File: src/design/lwbc_pkg.sv
// Shared types and constants for the write-back block cache tag controller.
// No dependencies; every other file in design/ imports this package.
package lwbc_pkg;

  localparam int unsigned TAG_W      = 52;
  localparam int unsigned STAMP_W    = 32;
  localparam int unsigned SLOT_W     = 4;
  localparam int unsigned WAYS_DEF   = 16;
  localparam int unsigned WAYS_MAX   = 64;
  localparam int unsigned SLOT_IDX_W = $clog2(WAYS_MAX);

  localparam logic [STAMP_W-1:0] STAMP_TOP = 32'hFFFF_FFFF;

  typedef enum logic [1:0] {
    OP_READ  = 2'd0,
    OP_WRITE = 2'd1,
    OP_FLUSH = 2'd2,
    OP_INVAL = 2'd3
  } op_e;

  typedef enum logic [1:0] {
    ST_IDLE,
    ST_SCAN,
    ST_EMIT
  } st_e;

  // Record that walks the cell row, one cell per cycle.
  typedef struct packed {
    logic                  active;
    logic                  flush;
    logic                  is_write;
    logic                  full;
    logic [TAG_W-1:0]      tag;
    logic                  found;
    logic [SLOT_IDX_W-1:0] fidx;
    logic [SLOT_IDX_W-1:0] vidx;
    logic [STAMP_W-1:0]    best;
    logic [TAG_W-1:0]      vtag;
    logic                  vwb;
    logic                  more;
  } rec_t;

  // Broadcast from the controller to every cell.
  typedef struct packed {
    logic                  en;
    logic                  clr;
    logic [SLOT_IDX_W-1:0] idx;
    logic                  new_tag;
    logic [TAG_W-1:0]      tag;
    logic [STAMP_W-1:0]    stamp;
    logic                  is_write;
  } cmd_t;

endpackage

File: src/design/lwbc_cell.sv
// One cache slot: tag, valid, dirty and use stamp, plus one stage of the
// lookup record. Depends on lwbc_pkg.
module lwbc_cell #(
  parameter int unsigned IDX = 0
) (
  input  logic          clk_i,
  input  logic          rst_ni,
  input  lwbc_pkg::rec_t rec_i,
  input  lwbc_pkg::cmd_t cmd_i,
  output lwbc_pkg::rec_t rec_o
);
  import lwbc_pkg::*;

  localparam logic [SLOT_IDX_W-1:0] MY_IDX = SLOT_IDX_W'(IDX);

  logic [TAG_W-1:0]   tag_q;
  logic               valid_q;
  logic               dirty_q;
  logic [STAMP_W-1:0] stamp_q;
  rec_t               rec_q, rec_d;
  logic               hit_here, qual, claim;

  assign hit_here = valid_q && (tag_q == rec_i.tag);
  assign qual     = valid_q && (rec_i.is_write || !dirty_q) && (stamp_q < rec_i.best);

  always_comb begin
    rec_d = rec_i;
    claim = 1'b0;
    if (rec_i.active) begin
      if (rec_i.flush) begin
        if (valid_q && dirty_q) begin
          if (!rec_i.found) begin
            rec_d.found = 1'b1;
            rec_d.fidx  = MY_IDX;
            rec_d.vtag  = tag_q;
            claim       = 1'b1;
          end else begin
            rec_d.more = 1'b1;
          end
        end
      end else if (!rec_i.found) begin
        if (hit_here) begin
          rec_d.found = 1'b1;
          rec_d.fidx  = MY_IDX;
        end else if (!valid_q || qual || (IDX == 0)) begin
          // slot 0 is the fallback victim even when it does not qualify
          rec_d.vidx = MY_IDX;
          rec_d.vtag = tag_q;
          rec_d.vwb  = valid_q && dirty_q;
          if (!valid_q) begin
            rec_d.best = '0;
          end else if (qual) begin
            rec_d.best = stamp_q;
          end
        end
      end
    end
  end

  always_ff @(posedge clk_i or negedge rst_ni) begin
    if (!rst_ni) begin
      rec_q <= '0;
    end else begin
      rec_q <= rec_d;
    end
  end

  always_ff @(posedge clk_i or negedge rst_ni) begin
    if (!rst_ni) begin
      tag_q   <= '0;
      valid_q <= 1'b0;
      dirty_q <= 1'b0;
      stamp_q <= '0;
    end else if (cmd_i.clr) begin
      valid_q <= 1'b0;
      dirty_q <= 1'b0;
      stamp_q <= '0;
    end else if (cmd_i.en && (cmd_i.idx == MY_IDX)) begin
      valid_q <= 1'b1;
      stamp_q <= cmd_i.stamp;
      if (cmd_i.new_tag) begin
        tag_q <= cmd_i.tag;
      end
      if (cmd_i.is_write) begin
        dirty_q <= 1'b1;
      end else if (cmd_i.new_tag) begin
        dirty_q <= 1'b0;
      end
    end else if (claim) begin
      dirty_q <= 1'b0;
    end
  end

  assign rec_o = rec_q;

endmodule

File: config.mk
export PLATFORM = sky130hd
export DESIGN_NAME = lwbc_cell
export DESIGN_NICKNAME = d
export VERILOG_FILES = /design/src/design/lwbc_pkg.sv /design/src/design/lwbc_cell.sv
export SDC_FILE = /design/constraint.sdc
export NUM_CORES = 1
export LEC_CHECK = 0
export ABC_AREA = 1
export BUFFER_PORTS_ARGS = -buffer_cell sky130_fd_sc_hd__buf_4
export CAP_MARGIN = 40
export CORE_AREA = 2 2 158 160
export CTS_CLUSTER_DIAMETER = 200
export DETAILED_ROUTE_END_ITERATION = 8
export DIE_AREA = 0 0 160 162
export PLACE_DENSITY_LB_ADDON = 0.2
export SYNTH_ARGS = -nofsm -noshare
export SYNTH_HDL_FRONTEND = slang
export SYNTH_SLANG_ARGS = --single-unit
File: constraint.sdc
create_clock -name clk_i -period 4.6 [get_ports clk_i]
set_input_delay 0.46 -clock clk_i [delete_from_list [all_inputs] [get_ports clk_i]]
set_output_delay 0.46 -clock clk_i [all_outputs]
set_load 0.01 [all_outputs]
==> reports/metrics.yaml <==
layout:
  n_fill_cell: 2059
  layout-drive-gt1-share: 0.279
  final_util: 0.651
  finalInstanceArea_um2: 15700
  final_cells: 2131
  diodes: 0
  final_nets: 2072
  area_growth_pct: 36.3
critical_path:
  critPathKind: "input port to flip-flop"
  critPathMaxFanout: 59
  startpoint_type: "input port"
  crit_required_ns: 5.05
  cp-end-kind: "flip-flop"
  crit_arrival_ns: 3.38
pwr:
  switchingPower_mw: 1.33
  pwr-share-clk: 0.414
  p_int_mw: 3.91
  seq_power_share: 0.438
  vdd_drop_max_uv: 259
  swShare: 0.253
  power_frac_comb: 0.149
  power_density_nw_per_um2: 334
  p_leak_nw: 8.42
  fin_total_pwr_mw: 5.24
logic_synthesis:
  synth_top_area_share: 0.524
  yosysMostFrequentCell: "nand2_1"
  syn-instance-count: 1402
  yosysTopAreaCell: "dfrtp_1"
  synth_edf_count: 0
  synthTopCellsByArea: "dfrtp_1 52%, nand2_1 10%, nand3_1 9.1%"
  synth_seq_area_share: 0.524
  syn_nets: 1684
  syn-cell-area_um2: 11500
  ys.flop_type: "dfrtp_1"
  ys_types: 38
  syn_avg_cell_area_um2: 8.21
  synth_common_cells: "321 x nand2_1, 241 x dfrtp_1, 210 x nand3_1"
  async_flop_share: 1.00
  ys_seq_elements: 241
  ys_warn_count: 0
grt:
  grt_pass1_vias: 10745
  grt_pass1_wl_um: 58300
  gr-total-overflow: 0
  antenna_found_initial: 0
  grt.total_usage: 0.288
  grt_max_degree: 128
clock_network:
  cts.repair.resized: 0
  cts.sinks: 241
  h-tree-depth: 1
  cts_setup_buffers: 0
  hold_buffers: 0
  clk_pin_slew_ns: 0.06
  clk_path_buf_depth: 3
  clk_latency_ns: 0.53
  cts_tree: "yes"
  cts_buffers: 26
  clockRootBuffer: "clkbuf_16"
sta:
  period_share: 0.636
  setup_violations: 0
  final_hold_viol_count: 0
  slew_headroom: 0.354
  drv_slew: 0
  worst_pin_slew_ns: 0.969
  period_needed_ns: 2.93
  max_freq_ghz: 0.342
  holdWs_ns: 0.0316
  rsz0062_at_grt: "no"
  tns_ns: 0
  skew_ns: 0.0145
  fin_ws_ns: 1.67
floorplanning:
  die_w_um: 160
  coreArea_um2: 24100
  io-pin-count: 406
  die_h_um: 162
  dieArea_um2: 25900
  initial_core_util: 0.477
  rows: 57
drt:
  vias: 11021
  ant_nets: 0
  vias_per_cell: 5.17
  wl_per_cell_um: 17.9
  drtPass1Iterations: 5
  post-route-drc-count: 0
  drt_iter0_drc: 846
  wl_um: 38100
placement:
  place_ws_ns: 1.22
  dpl.cell_count: 2086
  hpwlAfterDp_um: 28700
  portBuffers: 405
  finalWeightedCongestion: 0.843
  placed_area_um2: 14800
hold_path:
  holdCritPathClass: "input port to asynchronous set/reset pin"
flow_run:
  maxCapViolCount: 0
status:
  outcome: "finished clean"
==> cell families after synthesis <==
family	share of synthesized area
fa+ha+maj	0.0337
simple gates	0.277
xor+xnor	0.00305
mux	0.0108
compound gates	0.0648
buf+inv	0.0868
flops	0.524
==> power by group through the flow <==
stage	registers, mW	logic (mW)	clock network, mW
floorplan	2.38	0.247	0
global placement	2.33	0.761	0
detailed placement	2.33	0.781	0
CTS	2.29	0.784	2.20
global route	2.30	0.850	2.29
finish	2.29	0.779	2.17
==> area by class of cell <==
class                   instances  area (um^2)  share of cell area
clock buffers                  35          756              0.0482
clock inverters                10          125             0.00798
inverters                     183          687              0.0438
multi-input cells             923         4490               0.286
flip-flops and latches        241         6030               0.384
well taps                     324          405              0.0258
repair buffers                415         3190               0.204
==> critical path, stage by stage <==
cell     delay (ns)
buf_4          0.56
inv_1          0.57
nor2_2         0.46
inv_1          0.11
nor2_1         0.17
nand2_1        0.22
nor2_2         0.50
nor2_1         0.09
a21oi_1        0.17
==> flip-flops by register name, indices dropped and copies added (netlist names) <==
register,count
rec_o,155
tag_q,52
stamp_q,32
dirty_q,1
valid_q,1
==> routing by layer <==
metal  share of wire  global-route usage  vias up
met5               0                   0        -
met4           0.040               0.115        0
met3           0.084              0.0636       95
met2            0.50               0.493      523
met1            0.38               0.358     5177
li1                -                   -     5226
==> cell usage in the layout, fill, tap and decap left out, types with 9 or more instances in the layout <==
master,netlist,routed
buf_4,2,409
nand2_1,321,321
dfrtp_1,241,241
nand3_1,210,209
inv_1,169,169
nor2_1,163,163
a21oi_1,68,68
o21ai_0,63,63
ha_1,31,31
clkbuf_16,0,27
inv_2,13,14
mux2_2,11,11
nand4_1,10,10
nand3_2,9,9
==> worst paths after layout <==
| kind | from | end | slack (ns) | depth (start not counted) |
|---|---|---|---|---|
| max | rec_i[154] | rec_o[72] | 1.67 | 9 |
| min | rst_ni | rec_o[99] | 0.03 | 1 |
| max reg2reg | valid_q | rec_o[48] | 1.86 | 8 |
| min reg2reg | stamp_q[24] | stamp_q[24] | 0.54 | 2 |
| max in group asynchronous | rst_ni | rec_o[19] | 3.47 | 2 |
| min in group clk_i | rec_i[151] | rec_o[151] | 0.04 | 1 |
No activity file was read; power rests on OpenSTA's default activity.
