File: src/design/lwbc_pkg.sv
// Shared types and constants for the write-back block cache tag controller.
// No dependencies; every other file in design/ imports this package.
package lwbc_pkg;

  localparam int unsigned TAG_W      = 52;
  localparam int unsigned STAMP_W    = 32;
  localparam int unsigned SLOT_W     = 4;
  localparam int unsigned WAYS_DEF   = 16;
  localparam int unsigned WAYS_MAX   = 64;
  localparam int unsigned SLOT_IDX_W = $clog2(WAYS_MAX);

  localparam logic [STAMP_W-1:0] STAMP_TOP = 32'hFFFF_FFFF;

  typedef enum logic [1:0] {
    OP_READ  = 2'd0,
    OP_WRITE = 2'd1,
    OP_FLUSH = 2'd2,
    OP_INVAL = 2'd3
  } op_e;

  typedef enum logic [1:0] {
    ST_IDLE,
    ST_SCAN,
    ST_EMIT
  } st_e;

  // Record that walks the cell row, one cell per cycle.
  typedef struct packed {
    logic                  active;
    logic                  flush;
    logic                  is_write;
    logic                  full;
    logic [TAG_W-1:0]      tag;
    logic                  found;
    logic [SLOT_IDX_W-1:0] fidx;
    logic [SLOT_IDX_W-1:0] vidx;
    logic [STAMP_W-1:0]    best;
    logic [TAG_W-1:0]      vtag;
    logic                  vwb;
    logic                  more;
  } rec_t;

  // Broadcast from the controller to every cell.
  typedef struct packed {
    logic                  en;
    logic                  clr;
    logic [SLOT_IDX_W-1:0] idx;
    logic                  new_tag;
    logic [TAG_W-1:0]      tag;
    logic [STAMP_W-1:0]    stamp;
    logic                  is_write;
  } cmd_t;

endpackage

File: src/design/lwbc_ctrl.sv
// Sequencer: takes items, launches records into the cell row, turns the
// returning record into a result and holds it in the output register.
// Depends on lwbc_pkg.
module lwbc_ctrl (
  input  logic                       clk_i,
  input  logic                       rst_ni,
  input  logic                       in_valid_i,
  output logic                       in_stall_o,
  input  logic [1:0]                 opcode_i,
  input  logic [lwbc_pkg::TAG_W-1:0] block_number_i,
  input  logic                       full_block_i,
  output lwbc_pkg::rec_t             launch_o,
  input  lwbc_pkg::rec_t             tail_i,
  output lwbc_pkg::cmd_t             cmd_o,
  output logic                       out_valid_o,
  input  logic                       out_stall_i,
  output logic                       hit_o,
  output logic [lwbc_pkg::SLOT_W-1:0] slot_o,
  output logic                       writeback_needed_o,
  output logic [lwbc_pkg::TAG_W-1:0] writeback_block_o,
  output logic                       fill_needed_o,
  output logic                       last_o
);
  import lwbc_pkg::*;

  st_e                st_q, st_d;
  rec_t               launch_q, launch_d;
  logic [STAMP_W-1:0] use_clock_q, use_clock_d;
  op_e                op;
  logic               in_acc, out_load;
  logic [SLOT_IDX_W-1:0] tgt;

  // pending result between the tail of the row and the output register
  logic               r_hit_q, r_hit_d;
  logic [SLOT_W-1:0]  r_slot_q, r_slot_d;
  logic               r_wb_q, r_wb_d;
  logic [TAG_W-1:0]   r_wbb_q, r_wbb_d;
  logic               r_fill_q, r_fill_d;
  logic               r_last_q, r_last_d;
  logic               r_more_q, r_more_d;

  logic               out_valid_q;
  logic               hit_q, wb_q, fill_q, last_q;
  logic [SLOT_W-1:0]  slot_q;
  logic [TAG_W-1:0]   wbb_q;

  assign op         = op_e'(opcode_i);
  assign in_stall_o = (st_q != ST_IDLE);
  assign in_acc     = in_valid_i && !in_stall_o;
  assign out_load   = (st_q == ST_EMIT) && (!out_valid_q || !out_stall_i);
  assign tgt        = tail_i.found ? tail_i.fidx : tail_i.vidx;

  always_comb begin
    st_d        = st_q;
    launch_d    = '0;
    use_clock_d = use_clock_q;
    cmd_o       = '0;
    r_hit_d     = r_hit_q;
    r_slot_d    = r_slot_q;
    r_wb_d      = r_wb_q;
    r_wbb_d     = r_wbb_q;
    r_fill_d    = r_fill_q;
    r_last_d    = r_last_q;
    r_more_d    = r_more_q;
    case (st_q)
      ST_IDLE: begin
        if (in_acc) begin
          if (op inside {OP_READ, OP_WRITE, OP_FLUSH}) begin
            launch_d.active   = 1'b1;
            launch_d.flush    = (op == OP_FLUSH);
            launch_d.is_write = (op == OP_WRITE);
            launch_d.full     = full_block_i;
            launch_d.tag      = block_number_i;
            launch_d.best     = STAMP_TOP;
            st_d              = ST_SCAN;
          end else begin
            cmd_o.clr   = 1'b1;
            use_clock_d = '0;
          end
        end
      end
      ST_SCAN: begin
        if (tail_i.active) begin
          if (tail_i.flush) begin
            r_hit_d  = 1'b0;
            r_slot_d = tail_i.fidx[SLOT_W-1:0];
            r_wb_d   = 1'b1;
            r_wbb_d  = tail_i.vtag;
            r_fill_d = 1'b0;
            r_last_d = !tail_i.more;
            r_more_d = tail_i.more;
            st_d     = tail_i.found ? ST_EMIT : ST_IDLE;
          end else begin
            use_clock_d    = use_clock_q + 1'b1;
            cmd_o.en       = 1'b1;
            cmd_o.idx      = tgt;
            cmd_o.new_tag  = !tail_i.found;
            cmd_o.tag      = tail_i.tag;
            cmd_o.stamp    = use_clock_q + 1'b1;
            cmd_o.is_write = tail_i.is_write;
            r_hit_d  = tail_i.found;
            r_slot_d = tgt[SLOT_W-1:0];
            r_wb_d   = !tail_i.found && tail_i.vwb;
            r_wbb_d  = (!tail_i.found && tail_i.vwb) ? tail_i.vtag : '0;
            r_fill_d = !tail_i.found && (!tail_i.is_write || !tail_i.full);
            r_last_d = 1'b1;
            r_more_d = 1'b0;
            st_d     = ST_EMIT;
          end
        end
      end
      ST_EMIT: begin
        if (out_load) begin
          if (r_more_q) begin
            // emitted slot is already clean, so a fresh pass finds the next
            launch_d.active = 1'b1;
            launch_d.flush  = 1'b1;
            launch_d.best   = STAMP_TOP;
            st_d            = ST_SCAN;
          end else begin
            st_d = ST_IDLE;
          end
        end
      end
      default: st_d = ST_IDLE;
    endcase
  end

  always_ff @(posedge clk_i or negedge rst_ni) begin
    if (!rst_ni) begin
      st_q        <= ST_IDLE;
      launch_q    <= '0;
      use_clock_q <= '0;
      r_more_q    <= 1'b0;
      out_valid_q <= 1'b0;
    end else begin
      st_q        <= st_d;
      launch_q    <= launch_d;
      use_clock_q <= use_clock_d;
      r_more_q    <= r_more_d;
      if (out_load) begin
        out_valid_q <= 1'b1;
      end else if (!out_stall_i) begin
        out_valid_q <= 1'b0;
      end
    end
  end

  always_ff @(posedge clk_i) begin
    r_hit_q  <= r_hit_d;
    r_slot_q <= r_slot_d;
    r_wb_q   <= r_wb_d;
    r_wbb_q  <= r_wbb_d;
    r_fill_q <= r_fill_d;
    r_last_q <= r_last_d;
    if (out_load) begin
      hit_q  <= r_hit_q;
      slot_q <= r_slot_q;
      wb_q   <= r_wb_q;
      wbb_q  <= r_wbb_q;
      fill_q <= r_fill_q;
      last_q <= r_last_q;
    end
  end

  assign launch_o           = launch_q;
  assign out_valid_o        = out_valid_q;
  assign hit_o              = hit_q;
  assign slot_o             = slot_q;
  assign writeback_needed_o = wb_q;
  assign writeback_block_o  = wbb_q;
  assign fill_needed_o      = fill_q;
  assign last_o             = last_q;

  a_tail_in_scan: assert property (@(posedge clk_i) disable iff (!rst_ni)
    tail_i.active |-> (st_q == ST_SCAN))
    else $error("record left the cell row outside of a scan");

  a_inval_clock: assert property (@(posedge clk_i) disable iff (!rst_ni)
    (in_acc && (op == OP_INVAL)) |=> (use_clock_q == '0) && !in_stall_o)
    else $error("invalidate did not reset the use clock");

  a_hit_clean: assert property (@(posedge clk_i) disable iff (!rst_ni)
    (out_load && r_hit_q) |=> !writeback_needed_o && !fill_needed_o)
    else $error("hit result asks for device traffic");

  a_wb_zero: assert property (@(posedge clk_i) disable iff (!rst_ni)
    out_load |=> (writeback_needed_o || (writeback_block_o == '0)))
    else $error("write-back block set without write-back");

endmodule

File: config.mk
export PLATFORM = sky130hd
export DESIGN_NAME = lwbc_ctrl
export DESIGN_NICKNAME = d
export VERILOG_FILES = /design/src/design/lwbc_pkg.sv /design/src/design/lwbc_ctrl.sv
export SDC_FILE = /design/constraint.sdc
export NUM_CORES = 1
export LEC_CHECK = 0
export BUFFER_PORTS_ARGS = -buffer_cell sky130_fd_sc_hd__buf_2
export CAP_MARGIN = 10
export CORE_AREA = 2 2 202 204
export DETAILED_ROUTE_END_ITERATION = 16
export DIE_AREA = 0 0 204 206
export SYNTH_ARGS = -nofsm -noshare
export SYNTH_HDL_FRONTEND = slang
export SYNTH_SLANG_ARGS = --single-unit
File: constraint.sdc
create_clock -name clk_i -period 5.8 [get_ports clk_i]
set_clock_uncertainty 0.1 [all_clocks]
set_input_delay 0 -clock clk_i [delete_from_list [all_inputs] [get_ports clk_i]]
set_output_delay 0 -clock clk_i [all_outputs]
set_load 0.02 [all_outputs]
==> metrics.md, run 1 <==
| Metric | Value |
|---|---|
| Critical-path cell with the highest stage delay | `inv_2` |
| Most common cell after layout, fill and taps aside | `buf_2` |
| Crit-path cells | `nand3b_1 > or2_2 > buf_4 > inv_2 > o211ai_1 > o31ai_1 > buf_2` |
| Max IR drop VDD | `0.200 mV` |
| Drt first pass iters | `7` |
| Setup Viol. Count Final | `0` |
| Core area | `40200 µm²` |
| H-tree depth | `1` |
| Power density over cell area | `315 nW/µm²` |
| Max Cap Violations | `0` |
| Final Hold Vio Count | `0` |
| Synth area leaders | `edfxtp_1 (39%), dfrtp_1 (25%), buf_4 (8.0%)` |
| Vias in the first global route | `7166` |
| Most frequent cells in the layout | `buf_2 (424), dlygate4sd3_1 (129), edfxtp_1 (120)` |
| Tcrit/Tclk final | `60.0%` |
| Yosys cell types | `44` |
| Startpoint Class | `flop` |
| Top cell type's share of synthesized area | `38.9%` |
| CTS Hold Buffers Added | `130` |
| Vias post-DR | `7334` |
| Buf+Inv Stages, Crit Path | `3` |
| Setup bufs post-CTS | `0` |
| HPWL Detailed | `19.8 mm` |
| GR Util All Layers | `12.7%` |
| Required time of the critical path | `5.70 ns` |
| Slew @ Worst Pin | `1.07 ns` |
| # IOs | `525` |
| Initial antenna violation count | `1` |
| Avg WL per Cell | `15.3 µm` |
| Grt ovf | `0` |
| Die area | `42000 µm²` |
| Syn-to-layout area delta | `46.7%` |
| Cell Rows | `74` |
| Status | `finished clean` |
| CTS tree | `built` |
| Post-synth top area cell | `edfxtp_1` |
| Leak | `6.35 nW` |
| First-pass GRT wire length | `40.8 mm` |
| Post-synthesis sequential area ratio | `63.7%` |
| Synth Area per Inst | `12.1 µm²` |
| Minimum clock period | `3.48 ns` |
| Filler instances | `4008` |
| Synth Register Bits | `212` |
| DIE HEIGHT | `206 µm` |
| CTS buffer count | `25` |
| Largest net degree at the start of global routing | `71` |
| CP Capture Type | `output port` |
| Slew margin rel. | `28.5%` |
| Layout Nets | `1502` |
| Synth Flop Type | `edfxtp_1` |
| ANT cells | `0` |
| Total negative slack | `0 ns` |
| Port bufs | `425` |
| HP Class | `input pin to flop` |
| Vias per cell | `3.99` |
| Gp weighted congestion | `0.841` |
| Critical path class | `flop to output port` |
| Slew Viols, Final | `0` |
| Total Routed Length | `28.2 mm` |
| Yosys warning total | `0` |
| Max Buffers Root-to-Sink | `3` |
| DRC Markers | `0` |
| Worst-path clk slew | `0.06 ns` |
| Post-DRT Antenna Nets | `0` |
| Critical path's largest stage delay | `0.80 ns` |
| Area of the multi-input gates | `2730 µm²` |
| FF+latch area | `5910 µm²` |
| Cts repair resizes | `0` |
| Clock Sinks | `212` |
| Number of synthesized flops with an enable pin | `120` |
| Worst Path Arrival | `3.38 ns` |
| 1st-iter DRT viols | `366` |
| Unrepaired setup endpoints after global routing | `no` |
| Clk_lat worst skew | `0.54 ns` |
| Layout cells sized above 1 | `37.2%` |
| Delay-heaviest family, CP | `buffers and inverters` |
| Non-filler instance count after layout | `1838` |
| Final Power | `4.28 mW` |
| Root buffer cell | `clkbuf_16` |
| Synthesized area | `9270 µm²` |
| Die width | `204 µm` |
| Fmax | `0.287 GHz` |
| Asr flop ratio synth | `43.4%` |
| Starting Density | `23.1%` |
| Cell count after synthesis | `767` |
| CP Max Fanout | `70` |
| Dpl cells | `1662` |
logic make-up after synthesis:
family          after synthesis  share of synthesized area, %
simple gates                310                          18.5
flops                       212                          63.7
buf+inv                     143                          9.87
compound gates               61                          3.81
xor+xnor                     29                          2.74
mux                          10                          1.13
fa+ha+maj                     1                         0.135
other cells                   1                        0.0405
metal layers:
metal / GRT usage [%] / vias to the layer above / routed length, µm
met5: 0 / - / 0
met4: 3.39 / 0 / 645
met3: 3.37 / 36 / 2350
met2: 23.2 / 350 / 14300
met1: 14.5 / 3504 / 10900
li1: - / 3444 / -
cells in the mapped netlist, drive strengths merged (3+ instances only):
master  count
a31oi       6
nor2       48
nor2b      52
mux2        4
or3         6
xor2       17
nand2      43
xnor2      12
and3        4
nand4      13
dfrtp      92
mux2i       6
a21oi      10
clkbuf     27
nand3      16
and2      109
o21ai      30
buf       107
edfxtp    120
inv         9
nor3        6
a21o        4
o31ai       6
nor4        3
final timing paths:
| check | start | to | slack, ns | cells past startpoint |
|---|---|---|---|---|
| max | st_q[1]$_DFFE_PN0P_ | cmd_o[32] | 2.32 | 7 |
| min | tail_i[1] | r_wb_q$_SDFFCE_PP1P_ | 0.05 | 4 |
| max reg2reg | st_q[1]$_DFFE_PN0P_ | use_clock_q[16]$_DFFE_PN0P_ | 2.90 | 6 |
| min reg2reg | r_wbb_q[14]$_DFFE_PP_ | writeback_block_o[14]$_DFFE_PP_ | 0.31 | 0 |
| max in group asynchronous | rst_ni | use_clock_q[17]$_DFFE_PN0P_ | 4.27 | 4 |
| min in group asynchronous | rst_ni | use_clock_q[26]$_DFFE_PN0P_ | 0.45 | 4 |
sequential cells by signal, indices dropped and copies added, names as in the netlist, 2 cells and up:
name	flops
r_wbb_q	52
writeback_block_o	52
launch_o	56
use_clock_q	32
st_q	2
slot_o	4
r_slot_q	4
layout make-up:
type | count | area share [%]
Clock buffer | 30 | 4.81
Clock inverter | 16 | 0.902
Inverter | 9 | 0.249
Multi-Input combinational cell | 478 | 20.1
Sequential cell | 212 | 43.4
Tap cell | 532 | 4.90
Timing Repair Buffer | 561 | 25.6
report_power, final:
part	total, mW	switching (mW)	internal, mW
registers	1.88	0.0695	1.81
logic	0.912	0.604	0.308
clock network	1.49	0.635	0.855
total	4.28	1.31	2.97
worst register-to-register path, delay by kind of cell, from the launching register on:
kind	cells	cell delay (ns)
buffers and inverters	2	1.12
AO/OA/AOI/OAI	2	0.44
AND/OR/NAND/NOR	2	0.70
flip-flops	1	0.45
per-stage QoR:
stage	hold WS (ns)	setup slack [ns]	area (µm²)	util (%)
2_1_floorplan	-0.396	1.55	9510	-
6_report	0.0462	2.32	13600	33.8
3_5_place_dp	-0.112	2.74	11500	28.6
5_1_grt	0.0656	1.93	13600	33.8
4_1_cts	0.0109	2.12	13600	33.8
3_3_place_gp	-0.117	2.80	11500	28.6
Power figures use the tool's default switching activity.
==> inputs of run 2 (changes only) <==
==> constraint.sdc (replaced) <==
create_clock -name clk_i -period 2.9 [get_ports clk_i]
set_clock_uncertainty 0.1 [all_clocks]
set_input_delay 0 -clock clk_i [delete_from_list [all_inputs] [get_ports clk_i]]
set_output_delay 0 -clock clk_i [all_outputs]
set_load 0.02 [all_outputs]
==> run 2 against run 1 <==
Critical endpoint unchanged. Cell area grew 2.8%. Worst hold slack gained 0.053 ns. Register-to-register slack lost 2.2 ns. Clock power grew 120%. Cell count grew 1.2%.
==> metrics.md, run 2 (synthesis results as in run 1) <==
| Metric | Value |
|---|---|
| Die width | `204 µm (unchanged)` |
| CTS tree | `built` |
| Final Power | `8.97 mW (+110%)` |
| Initial antenna violation count | `0 (-1)` |
| Max Buffers Root-to-Sink | `3 (unchanged)` |
| Syn-to-layout area delta | `50.8%` |
| Drt first pass iters | `4 (-3)` |
| Startpoint Class | `flop` |
| Cell Rows | `74 (unchanged)` |
| # IOs | `525 (unchanged)` |
| Vias post-DR | `7429 (+1.3%)` |
| Root buffer cell | `clkbuf_16` |
| Vias in the first global route | `7192 (+0.36%)` |
| Layout Nets | `1525 (+1.5%)` |
| Required time of the critical path | `2.80 ns (-2.90 ns)` |
| Slew margin rel. | `42.7% (+14 points)` |
| Slew Viols, Final | `0 (unchanged)` |
| Clock Sinks | `212 (unchanged)` |
| Critical path class | `flop to output port` |
| Tcrit/Tclk final | `94.1%` |
| DRC Markers | `0 (unchanged)` |
| Non-filler instance count after layout | `1860 (+1.2%)` |
| CP Max Fanout | `6 (-91%)` |
| Vias per cell | `3.99 (about the same)` |
| Tightest hold margin | `0.0997 ns (+0.0535 ns)` |
| Port bufs | `425 (unchanged)` |
| DIE HEIGHT | `206 µm (unchanged)` |
| Most frequent cells in the layout | `buf_2 (424), dlygate4sd3_1 (144), edfxtp_1 (120)` |
| CTS buffer count | `25 (unchanged)` |
| Total negative slack | `0 ns (unchanged)` |
| Status | `finished clean` |
| Worst-path clk slew | `0.06 ns (about the same)` |
| Most common cell after layout, fill and taps aside | `buf_2` |
| Power density over cell area | `642 nW/µm² (+100%)` |
| Starting Density | `23.1% (unchanged)` |
| ANT cells | `0 (unchanged)` |
| Worst Path Arrival | `2.63 ns (-0.75 ns)` |
| Fmax | `0.366 GHz` |
| Setup Viol. Count Final | `0 (unchanged)` |
| Gp weighted congestion | `0.843 (+0.27%)` |
| Final Hold Vio Count | `0 (unchanged)` |
| CP Capture Type | `output port` |
| First-pass GRT wire length | `41.0 mm (+0.54%)` |
| Max reg flops | `56 (unchanged)` |
| 1st-iter DRT viols | `323 (-12%)` |
| Die area | `42000 µm² (unchanged)` |
| Post-DRT Antenna Nets | `0 (unchanged)` |
| Core area | `40200 µm² (unchanged)` |
| Setup bufs post-CTS | `0 (unchanged)` |
| Dpl cells | `1670 (+0.48%)` |
| HP Class | `input pin to flop` |
| Max Cap Violations | `0 (unchanged)` |
| H-tree depth | `1 (unchanged)` |
| Layout cells sized above 1 | `37.9% (+0.66 points)` |
| Clk_lat worst skew | `0.54 ns (about the same)` |
| Leak | `6.52 nW (+2.6%)` |
| Pre-CTS WS | `0.536 ns (-2.20 ns)` |
| Minimum clock period | `2.73 ns` |
| Total Routed Length | `28.2 mm (about the same)` |
| Avg WL per Cell | `15.1 µm (-1.2%)` |
| Slew @ Worst Pin | `0.859 ns (-0.212 ns)` |
| Grt ovf | `0 (unchanged)` |
| GR Util All Layers | `12.7% (+0.069 points)` |
| HPWL Detailed | `19.9 mm (+0.49%)` |
| Largest net degree at the start of global routing | `71 (unchanged)` |
| Fin worst setup slack | `0.170 ns (-2.15 ns)` |
| Max IR drop VDD | `0.420 mV (+110%)` |
==> run 2: changes by cell type in the layout (fill, tap and decap cells not counted), sizes merged <==
cell and change:
dlygate4sd3 +15, buf +8, clkinv -5, bufinv +3
inv +2, clkbuf -1
==> run 2: final cells by class <==
class / count / area, µm²
inverter: 9 / 33.8
fill: 3990 / 26200
clock buffer: 29 / 661
multi-input combinational: 478 / 2740
sequential: 212 / 5910
tap: 532 / 666
timing repair buffer: 584 / 3750
clock inverter: 16 / 208
==> run 2: worst max-delay path, cell delays in order, from the launching register on <==
cell and delay (ns):
dfrtp_1 0.42, nand4_1 0.20, or2_2 0.37, or4_4 0.60
o211ai_1 0.23, o31ai_1 0.10, buf_2 0.17
==> run 2: final timing paths <==
path,startpoint,to,slack (ns),depth (start not counted)
worst max register to register,st_q[0]$_DFFE_PN0P_,st_q[0]$_DFFE_PN0P_,0.66,7
min in group asynchronous,rst_ni,use_clock_q[26]$_DFFE_PN0P_,0.44,4
max in group asynchronous,rst_ni,launch_o[120]$_DFF_PN0_,1.96,4
worst min register to register,r_wbb_q[25]$_DFFE_PP_,writeback_block_o[25]$_DFFE_PP_,0.32,0
worst max-delay path,use_clock_q[0]$_DFFE_PN0P_,cmd_o[32],0.17,6
worst min-delay path,block_number_i[31],launch_o[130]$_DFF_PN0_,0.1,3
==> run 2: stage by stage <==
| step | cell area [µm²] | util [%] |
|---|---|---|
| 2_1_floorplan | 9520 | - |
| 3_3_place_gp | 11600 | 28.9 |
| 3_5_place_dp | 11600 | 28.9 |
| 4_1_cts | 14000 | 34.7 |
| 5_1_grt | 14000 | 34.8 |
| 6_report | 14000 | 34.8 |
==> run 2: repair_timing <==
action,in CTS,in global routing
gates cloned,0,0
hold endpoints to repair,273,0
hold buffers,145,0
setup endpoints to repair,1,23
gates resized for setup,1,9
==> run 2: routing by layer <==
layer,GRT usage [%],wire [µm],vias up
met4,3.42,655,0
li1,-,-,3500
met2,22.7,14100,349
met5,0,0,-
met1,15.1,11300,3538
met3,3.30,2130,42
==> run 2: where the power goes <==
group | total [mW] | internal (mW) | switching [mW]
combinational | 1.90 | 0.676 | 1.22
sequential | 3.75 | 3.61 | 0.142
clock | 3.32 | 2.01 | 1.31
total | 8.97 | 6.29 | 2.67
==> inputs of run 3 (changes only) <==
--- a/config.mk
+++ b/config.mk
@@ -7,9 +7,9 @@
 export LEC_CHECK = 0
 export BUFFER_PORTS_ARGS = -buffer_cell sky130_fd_sc_hd__buf_2
 export CAP_MARGIN = 10
-export CORE_AREA = 2 2 202 204
+export CORE_AREA = 8 8 197 199
 export DETAILED_ROUTE_END_ITERATION = 16
-export DIE_AREA = 0 0 204 206
+export DIE_AREA = 0 0 205 207
 export SYNTH_ARGS = -nofsm -noshare
 export SYNTH_HDL_FRONTEND = slang
 export SYNTH_SLANG_ARGS = --single-unit
==> run 3 against run 2 <==
Cell area shrank 3.3%. Core utilization rose by 2.9 points. Die area grew 0.98%. First-iteration DRC count shrank 6.8%. Routed wire length rose by 3.4%. Non-clock buffer count shrank 19. Sequential share of layout area up 1.4 points. Worst hold slack got worse by 0.087 ns. Register-to-register slack gained 0.05 ns. Critical endpoint is now cmd_o[21]. Largest cell class unchanged.
==> metrics.md, run 3 (synthesis results as in run 1) <==
| Metric | Value |
|---|---|
| Vias in the first global route | `7845 (+9.1%)` |
| Final Hold Vio Count | `0 (unchanged)` |
| Critical path class | `flop to output port` |
| Post-route cell area | `13500 µm² (-3.3%)` |
| Minimum clock period | `2.70 ns (-0.0313 ns)` |
| Final Util | `37.6% (+2.9 points)` |
| Leak | `6.33 nW (-2.9%)` |
| Die width | `205 µm (+0.49%)` |
| Setup Viol. Count Final | `0 (unchanged)` |
| Fmax | `0.371 GHz (+1.2%)` |
| Tightest hold margin | `0.0127 ns (-0.0870 ns)` |
| Root buffer cell | `clkbuf_16` |
| 1st-iter DRT viols | `301 (-6.8%)` |
| Vias per cell | `4.06 (+1.8%)` |
| Non-filler instance count after layout | `1775 (-4.6%)` |
| Layout Nets | `1504 (-1.4%)` |
| Gp weighted congestion | `0.817 (-3.1%)` |
| First-pass GRT wire length | `44.8 mm (+9.1%)` |
| CP Capture Type | `output port` |
| Post-DRT Antenna Nets | `0 (unchanged)` |
| Total negative slack | `0 ns (unchanged)` |
| Post-DP Area | `11500 µm² (-0.86%)` |
| Max Buffers Root-to-Sink | `3 (unchanged)` |
| HP Class | `input pin to flop` |
| Drt first pass iters | `4 (unchanged)` |
| Worst-path clk slew | `0.06 ns (about the same)` |
| Largest net degree at the start of global routing | `70 (-1.4%)` |
| Slew @ Worst Pin | `0.942 ns (+0.0831 ns)` |
| Most common cell after layout, fill and taps aside | `buf_2` |
| Status | `finished clean` |
| Avg WL per Cell | `16.4 µm (+8.3%)` |
| Tcrit/Tclk final | `93.1% (-1.1 points)` |
| Clock Sinks | `212 (unchanged)` |
| Syn-to-layout area delta | `45.9%` |
| DIE HEIGHT | `207 µm (+0.49%)` |
| Max Cap Violations | `0 (unchanged)` |
| Area of the multi-input gates | `2740 µm² (about the same)` |
| Starting Density | `25.8% (+2.7 points)` |
| Slew Viols, Final | `0 (unchanged)` |
| Max reg flops | `56 (unchanged)` |
| Required time of the critical path | `2.80 ns (about the same)` |
| HPWL Detailed | `21.6 mm (+8.6%)` |
| DRC Markers | `0 (unchanged)` |
| Most frequent cells in the layout | `buf_2 (424), dlygate4sd3_1 (126), edfxtp_1 (120)` |
| # IOs | `525 (unchanged)` |
| Max IR drop VDD | `0.449 mV (+6.9%)` |
| CTS buffer count | `23 (-8.0%)` |
| H-tree depth | `1 (unchanged)` |
| Die area | `42400 µm² (+0.98%)` |
| CP Max Fanout | `6 (unchanged)` |
| FF+latch area | `5910 µm² (unchanged)` |
| Grt ovf | `0 (unchanged)` |
| Initial antenna violation count | `3 (+3)` |
| Core area | `35900 µm² (-11%)` |
| Worst Path Arrival | `2.60 ns (-0.03 ns)` |
| Cell Rows | `70 (-5.4%)` |
| Unrepaired setup endpoints after global routing | `no` |
| Total Routed Length | `29.1 mm (+3.4%)` |
| Slew margin rel. | `37.2% (-5.5 points)` |
| Port bufs | `425 (unchanged)` |
| Startpoint Class | `flop` |
| Power density over cell area | `620 nW/µm² (-3.3%)` |
| Clk_lat worst skew | `0.52 ns (-0.02 ns)` |
| Vias post-DR | `7214 (-2.9%)` |
| Layout cells sized above 1 | `37.9% (+0.055 points)` |
| Dpl cells | `1605 (-3.9%)` |
| GR Util All Layers | `13.0% (+0.26 points)` |
| CTS tree | `built` |
| Filler instances | `3516 (-12%)` |
## run 3: where the power goes
group | internal, mW | switching [mW] | total, mW | leakage [nW]
Combinational | 0.640 | 1.22 | 1.86 | 3.64
Sequential | 3.61 | 0.143 | 3.76 | 2.35
Clock | 1.59 | 1.19 | 2.77 | 0.342
## run 3: through the flow
step	worst slack, ns	power, mW
2_1_floorplan	0.0684	5.02
3_3_place_gp	0.552	5.53
3_5_place_dp	0.548	5.55
4_1_cts	0.0275	8.53
5_1_grt	0.00798	8.81
6_report	0.201	8.38
## run 3: worst paths after layout
kind	end	from	slack [ns]	cells after the start
setup reg to reg	use_clock_q[31]$_DFFE_PN0P_	use_clock_q[9]$_DFFE_PN0P_	0.71	5
max in group asynchronous	launch_o[102]$_DFF_PN0_	rst_ni	1.85	3
setup / recovery	cmd_o[21]	use_clock_q[0]$_DFFE_PN0P_	0.20	7
hold reg to reg	writeback_block_o[33]$_DFFE_PP_	r_wbb_q[33]$_DFFE_PP_	0.32	0
hold / removal	r_hit_q$_SDFFCE_PP0P_	tail_i[98]	0.01	3
min in group asynchronous	use_clock_q[14]$_DFFE_PN0P_	rst_ni	0.05	2
## run 3: cell type report
type | count | share of cell area [%]
tap | 468 | 4.33
antenna | 2 | 0.0370
sequential | 212 | 43.7
timing repair buffer | 565 | 26.1
inverter | 9 | 0.259
clock buffer | 30 | 4.53
multi-input combinational | 478 | 20.3
clock inverter | 11 | 0.713
## run 3: what timing repair did
action                                  in CTS  in global routing
resized for setup                            1                  9
pin swaps                                    0                  2
gates cloned                                 0                  0
hold buffers                               126                  0
endpoints found under the hold margin      246                  0
buffers inserted                             0                  1
endpoints found under the setup margin       1                 37
## run 3: worst max-delay path, stage by stage, from the launching register on
cell and delay [ns]:
dfrtp_1 0.43, ha_2 0.26, nand4_1 0.21, or3_2 0.52, nor3_1 0.24, xnor2_1 0.18
nor2_1 0.06, buf_2 0.19
## run 3: per-layer routing
metal	wire, µm	global-route usage (%)	up-vias
met2	14300	22.5	335
met1	11700	15.6	3397
met5	11	0	-
met3	2730	4.26	27
met4	459	2.39	2
li1	-	-	3453
